<file path="src/hw/rtl/ppta_pkg.sv">
// Shared types, constants and codes for the perspective plane texel addresser.
package ppta_pkg;

    localparam int SCREEN_WIDTH_DEF = 320;
    localparam logic [9:0] FOCAL_RESET = 10'd240;
    localparam int ROW_BIAS = 100;
    localparam int COL_BIAS = 161;

    typedef enum logic [1:0] {
        CMD_LOAD  = 2'd0,
        CMD_START = 2'd1,
        CMD_STEP  = 2'd2,
        CMD_NONE  = 2'd3
    } cmd_t;

    typedef enum logic [3:0] {
        ST_IDLE,
        ST_LOAD,
        ST_ROW,
        ST_ROW2,
        ST_CHECK,
        ST_DIV,
        ST_DSTORE,
        ST_SMALL,
        ST_OUT
    } state_t;

    // controller to datapath commands
    typedef struct packed {
        logic       capture;
        logic       load_step;
        logic       row_step;
        logic       row_sel;
        logic       div_start;
        logic       div_step;
        logic [1:0] div_sel;
        logic       div_store;
        logic       small_store;
        logic       pixel;
    } dp_cmd_t;

    // datapath to controller status
    typedef struct packed {
        logic c_big;
        logic div_last;
        logic [2:0] load_last;
    } dp_stat_t;

endpackage

</file>
<file path="src/hw/rtl/ppta_ctrl.sv">
// Command sequencer of the texel addresser.
module ppta_ctrl (
    input  logic              aclk,
    input  logic              aresetn,
    input  logic              s_valid,
    output logic              s_ready,
    input  logic [1:0]        s_command,
    output logic              m_valid,
    input  logic              m_ready,
    output ppta_pkg::dp_cmd_t cmd,
    input  ppta_pkg::dp_stat_t stat
);

    ppta_pkg::state_t state_reg, state_next;
    logic [1:0] sel_reg, sel_next;
    logic m_valid_reg, m_valid_next;

    // next state
    always_comb begin
        state_next = state_reg;
        sel_next = sel_reg;
        m_valid_next = m_valid_reg;
        if (m_valid_reg && m_ready) begin
            m_valid_next = 1'b0;
        end
        case (state_reg)
            ppta_pkg::ST_IDLE: begin
                sel_next = 2'd0;
                if (s_valid) begin
                    case (ppta_pkg::cmd_t'(s_command))
                        ppta_pkg::CMD_LOAD:  state_next = ppta_pkg::ST_LOAD;
                        ppta_pkg::CMD_START: state_next = ppta_pkg::ST_ROW;
                        ppta_pkg::CMD_STEP: begin
                            if (!m_valid_reg || m_ready) begin
                                m_valid_next = 1'b1;
                            end
                        end
                        default: state_next = ppta_pkg::ST_IDLE;
                    endcase
                end
            end
            ppta_pkg::ST_LOAD: begin
                if (stat.load_last == 3'd4) state_next = ppta_pkg::ST_IDLE;
            end
            ppta_pkg::ST_ROW: state_next = ppta_pkg::ST_ROW2;
            ppta_pkg::ST_ROW2: state_next = ppta_pkg::ST_CHECK;
            ppta_pkg::ST_CHECK: begin
                state_next = stat.c_big ? ppta_pkg::ST_DIV : ppta_pkg::ST_SMALL;
            end
            ppta_pkg::ST_DIV: begin
                if (stat.div_last) state_next = ppta_pkg::ST_DSTORE;
            end
            ppta_pkg::ST_DSTORE: begin
                sel_next = sel_reg + 2'd1;
                state_next = (sel_reg == 2'd3) ? ppta_pkg::ST_IDLE : ppta_pkg::ST_CHECK;
            end
            ppta_pkg::ST_SMALL: state_next = ppta_pkg::ST_IDLE;
            default: state_next = ppta_pkg::ST_IDLE;
        endcase
    end

    // outputs
    always_comb begin
        cmd = '0;
        s_ready = 1'b0;
        cmd.div_sel = sel_reg;
        case (state_reg)
            ppta_pkg::ST_IDLE: begin
                s_ready = (ppta_pkg::cmd_t'(s_command) != ppta_pkg::CMD_STEP)
                          || !m_valid_reg || m_ready;
                cmd.capture = s_valid && s_ready;
                cmd.pixel = s_valid && s_ready
                            && (ppta_pkg::cmd_t'(s_command) == ppta_pkg::CMD_STEP);
            end
            ppta_pkg::ST_LOAD:   cmd.load_step = 1'b1;
            ppta_pkg::ST_ROW:    cmd.row_step = 1'b1;
            ppta_pkg::ST_ROW2: begin
                cmd.row_step = 1'b1;
                cmd.row_sel = 1'b1;
            end
            ppta_pkg::ST_CHECK:  cmd.div_start = stat.c_big;
            ppta_pkg::ST_DIV:    cmd.div_step = 1'b1;
            ppta_pkg::ST_DSTORE: begin
                cmd.div_store = 1'b1;
                cmd.div_sel = sel_reg;
            end
            ppta_pkg::ST_SMALL:  cmd.small_store = 1'b1;
            default: cmd = '0;
        endcase
    end

    // hold state
    always_ff @(posedge aclk) begin
        if (!aresetn) begin
            state_reg <= ppta_pkg::ST_IDLE;
            sel_reg <= 2'd0;
            m_valid_reg <= 1'b0;
        end else begin
            state_reg <= state_next;
            sel_reg <= sel_next;
            m_valid_reg <= m_valid_next;
        end
    end

    assign m_valid = m_valid_reg;

endmodule

</file>
<file path="config.mk">
export PLATFORM = sky130hd
export DESIGN_NAME = ppta_ctrl
export DESIGN_NICKNAME = d
export VERILOG_FILES = /design/src/hw/rtl/ppta_pkg.sv /design/src/hw/rtl/ppta_ctrl.sv
export SDC_FILE = /design/constraint.sdc
export NUM_CORES = 1
export LEC_CHECK = 0
export BUFFER_PORTS_ARGS = -buffer_cell sky130_fd_sc_hd__clkbuf_2
export CAP_MARGIN = 20
export CORE_AREA = 4 4 41 43
export CTS_CLUSTER_SIZE = 24
export DETAILED_ROUTE_END_ITERATION = 12
export DIE_AREA = 0 0 45 47
export PLACE_DENSITY = 0.67
export SLEW_MARGIN = 10
export SYNTH_ARGS = -nofsm -noshare
export SYNTH_HDL_FRONTEND = slang
export SYNTH_SLANG_ARGS = --single-unit
</file>
<file path="constraint.sdc">
create_clock -name aclk -period 1.8 [get_ports aclk]
set_input_delay 0.36 -clock aclk [delete_from_list [all_inputs] [get_ports aclk]]
set_output_delay 0.36 -clock aclk [all_outputs]
set_load 0.01 [all_outputs]
</file>
After elaboration in Yosys (flattened, before gate mapping)
Cells that the tools add are included.
{ "totals": {"output_inout_bits": 13, "reg_bits": 7} }
{ "op_classes": {"n_mux": 23, "eq_ne": 16, "add_sub_neg": 1, "n_reduce_logical": 13} }
{ "ops": {"columns": ["cell", "n"], "rows": [
  ["one-hot mux 4 bit (7 select lines)", 1],
  ["equality test 4 x 3 -> 1 bit (second input constant)", 4],
  ["2-to-1 mux 1 bit", 14],
  ["2-to-1 mux 4 bit", 3],
  ["one-hot mux 4 bit (3 select lines)", 1],
  ["!= test 2 bit (second input constant)", 5],
  ["equality test 4 x 2 -> 1 bit (second input constant)", 2],
  ["OR reduction 7 bit", 1],
  ["one-hot mux 3 bit (2 select lines)", 1],
  ["equality test 2 bit (second input constant)", 2],
  ["equality test 4 x 1 -> 1 bit (second input constant)", 1],
  ["zero test 4 bit", 1],
  ["one-hot mux 2 bit (2 select lines)", 1],
  ["AND reduction 4 bit", 1],
  ["equality test 3 bit (second input constant)", 1],
  ["logical AND 1 bit", 3],
  ["logical OR 1 bit", 3],
  ["2-to-1 mux 3 bit", 1],
  ["adder 2 x 1 -> 2 bit (second input constant)", 1],
  ["equality test 2 x 1 -> 1 bit (second input constant)", 1],
  ["zero test 2 bit", 1],
  ["2-to-1 mux 2 bit", 1],
  ["nonzero test 2 bit", 1],
  ["OR reduction 2 bit", 1],
  ["zero test 1 bit", 1]
]} }

Longest topological paths before layout
{ "depth": {"ltp_word": 6, "mapped_depth": 5, "mapped_depth_nobuf": 4} }

Least setup slack after synthesis
OpenSTA, ideal clock, no wires.
{ "synth_path": {"path_type": "register to output", "startpoint": "register state_reg[2]", "endpoint": "output cmd[10] (netlist bit)", "slack_ns": 0.316, "n_path_buf": 0, "stages_incl_launch_ff": 4, "t_arrival_ns": 1.124, "cell_sequence": "dfxtp_1 or3_4 nor2_1 and2_1"} }
{ "synth_lines": {"columns": ["element", "line_no", "rtl"], "rows": [
  ["start, declared", "ppta_ctrl.sv:14", "ppta_pkg::state_t state_reg, state_next;"],
  ["start signal, assigned", "ppta_ctrl.sv:95", "state_reg <= ppta_pkg::ST_IDLE;"],
  ["start signal, assigned", "ppta_ctrl.sv:99", "state_reg <= state_next;"],
  ["end, declared", "ppta_ctrl.sv:10", "output ppta_pkg::dp_cmd_t cmd,"]
]} }

==> results.cfg <==
[global_routing]
grt_first_pass_wirelength_mm = 1.66
met2_usage_pct = 17.5
grt_pass1_vias = 400
use_met1_pct = 13.3
grt_busiest_layer = met2
antenna_found_initial = 0
overflow = 0
grt_max_degree = 15
grt_use_met3_pct = 2.68
gr-usage-all-layers_pct = 11.0

[detailed_routing]
drtIter0Drc = 4
drcViolationCount = 0
routed_wl_mm = 1.11
vias_per_cell = 4.97
drtPass1Iterations = 4
routed-via-count = 497
drtAntennaViolNets = 0
avgRoutedWirePerCell_um = 11.1

[worst_setup_path]
path_depth = 4
reg2reg_depth = 5
worstSetupPathType = reg2out
critPathMaxFanout = 3
cp_slowest_stage_delay_ns = 0.40
critPathCaptureType = output port
crit_required_ns = 1.44
cp_top_family = simple AND/OR/NAND/NOR gates
arrival_ns = 1.41
startpoint_type = register
crit_chain = or3_4 -> nor3_4 -> and3_2 -> clkbuf_2
path_buf_inv = 1
crit_slowest_cell = or3_4

[logic_synthesis]
yosysSeqAreaShare_pct = 26.1
synth_nets = 73
synth_cell_types = 30
yosysWarnings = 0
dominantRegCellSynth = dfxtp_1
synth_area_sq_um = 460
yosys_register_bits = 6
netlist_instances = 61
synth_edf_count = 0
async_flop_share_pct = 0
syn_avg_cell_area_sq_um = 7.55

[final_layout]
final_nets = 99
postLayoutCellArea_sq_um = 618
nFillCells = 136
layout.area.seq_sq_um = 120
area_delta_synth_final_pct = 34.2
largest_register_ff_count = 3
final_common_cell = clkbuf_2
n_antenna_cell = 0
multi_input_comb_area_sq_um = 312
drive_gt1_share_pct = 40.0
most-common-layout-cells = clkbuf_2 (23), nand2_1 (7), dfxtp_1 (6), nor2_1 (5), o21ai_0 (5)

[clock_network]
cts_resized = 0
cts_htree_levels = 1
cts_tree = built
clkTransAtPathRegs_ns = 0.04
root_buffer = clkbuf_4
cts_sinks = 6
clock_latency_ns = 0.24
post-cts-setup-buffer-count = 0
postCtsHoldBufs = 0
cts_buffers = 3
clockBufferDepth = 2

[floorplanning]
fp-row-count = 13
core_area_sq_mm = 0.00130
start_util_pct = 35.4
die_x_um = 45
ioPinCount = 24
dieArea_sq_mm = 0.00212
die_h_um = 47

[timing]
fin_skew_ns = 0.000205
timing_worst_slew_pin_value_ns = 0.313
relSlewSlack_pct = 79.1
fin_hold_ws_ns = 0.379
rsz0062_at_grt = yes
hold_violations = 0
setup_viol_count_final = 0
slew_violations = 0
fmax_mhz = 564
timing.final.ws_setup_ns = 0.0261
period_share_pct = 98.5
fin_crit_ns = 1.77

[place]
globalplace.congestion = 0.696
place_area_sq_um = 596
post-dp-hpwl_um = 880
io_buffer_count = 23
place_ws_ns = 0.278

[pwr]
ir_drop_mv = 0.344
power_density_mw_per_mm2 = 571
p_leak_nw = 0.296

[outcome]
status = finished, final reports clean

[flow_run]
maxCapViolCount = 0

[hold_path]
min-delay-path-class = in2reg
min_path_cells = 3
==> cells in the mapped netlist (2+ instances only) <==
| cell type | instances | share of area, % |
|---|---|---|
| a21boi_1 | 2 | 3.3 |
| o21ai_0 | 5 | 5.4 |
| nor2_1 | 5 | 4.1 |
| and2_1 | 3 | 4.1 |
| nor3_1 | 2 | 2.2 |
| inv_1 | 2 | 1.6 |
| buf_2 | 2 | 2.2 |
| a21oi_1 | 2 | 2.2 |
| nand2_1 | 7 | 5.7 |
| dfxtp_1 | 6 | 26 |
| clkbuf_1 | 3 | 2.4 |
| nor2b_1 | 4 | 5.4 |
==> final cells by class <==
cell class,count,share of cell area [%]
Multi-Input combinational cell,48,50.4
Timing Repair Buffer,26,22.3
Sequential cell,6,19.4
Clock buffer,3,3.64
Tap cell,15,3.04
Inverter,2,1.21
==> report_power, final <==
part           leakage [nW]  internal [mW]  switching, mW
logic                 0.233         0.0451         0.0488
clock network        0.0138         0.0752         0.0446
registers            0.0486          0.138        0.00200
==> per-layer routing <==
layer,up-vias,part of all wire [%]
met5,-,0
met4,0,0
li1,265,-
met3,0,8.1
met1,216,43
met2,16,48
==> final timing paths <==
check | startpoint | to | slack, ns
max | state_reg[2]$_SDFFE_PN0P_ | cmd[0] | 0.03
min | s_valid | m_valid$_SDFF_PN0_ | 0.38
max reg2reg | state_reg[2]$_SDFFE_PN0P_ | state_reg[1]$_SDFFE_PN0P_ | 0.48
min reg2reg | sel_reg[1]$_SDFFE_PN0P_ | sel_reg[1]$_SDFFE_PN0P_ | 0.52
==> cell families after synthesis <==
family	count (synthesis)	synth area share [%]
multiplexers	1	2.17
flip-flops	6	26.1
AO/OA/AOI/OAI	14	20.6
buffers and inverters	7	6.25
adder cells (fa/ha/maj)	1	2.72
AND/OR/NAND/NOR	32	42.1
==> through the flow <==
step	setup TNS (ns)	cells	total power, mW	utilization [%]
3_3_place_gp	0	97	0.236	45.8
4_1_cts	0	100	0.361	47.5
2_1_floorplan	0	61	0.200	-
6_report	0	100	0.353	47.5
3_5_place_dp	0	97	0.237	45.8
5_1_grt	-0.0303	100	0.378	47.5
==> worst register-to-register path, stage by stage (launching register included) <==
cell	delay, ns
dfxtp_1	0.30
buf_4	0.17
or3_1	0.36
o21ai_1	0.10
a221oi_2	0.09
and4_1	0.19
No activity file was read; power rests on OpenSTA's default activity.
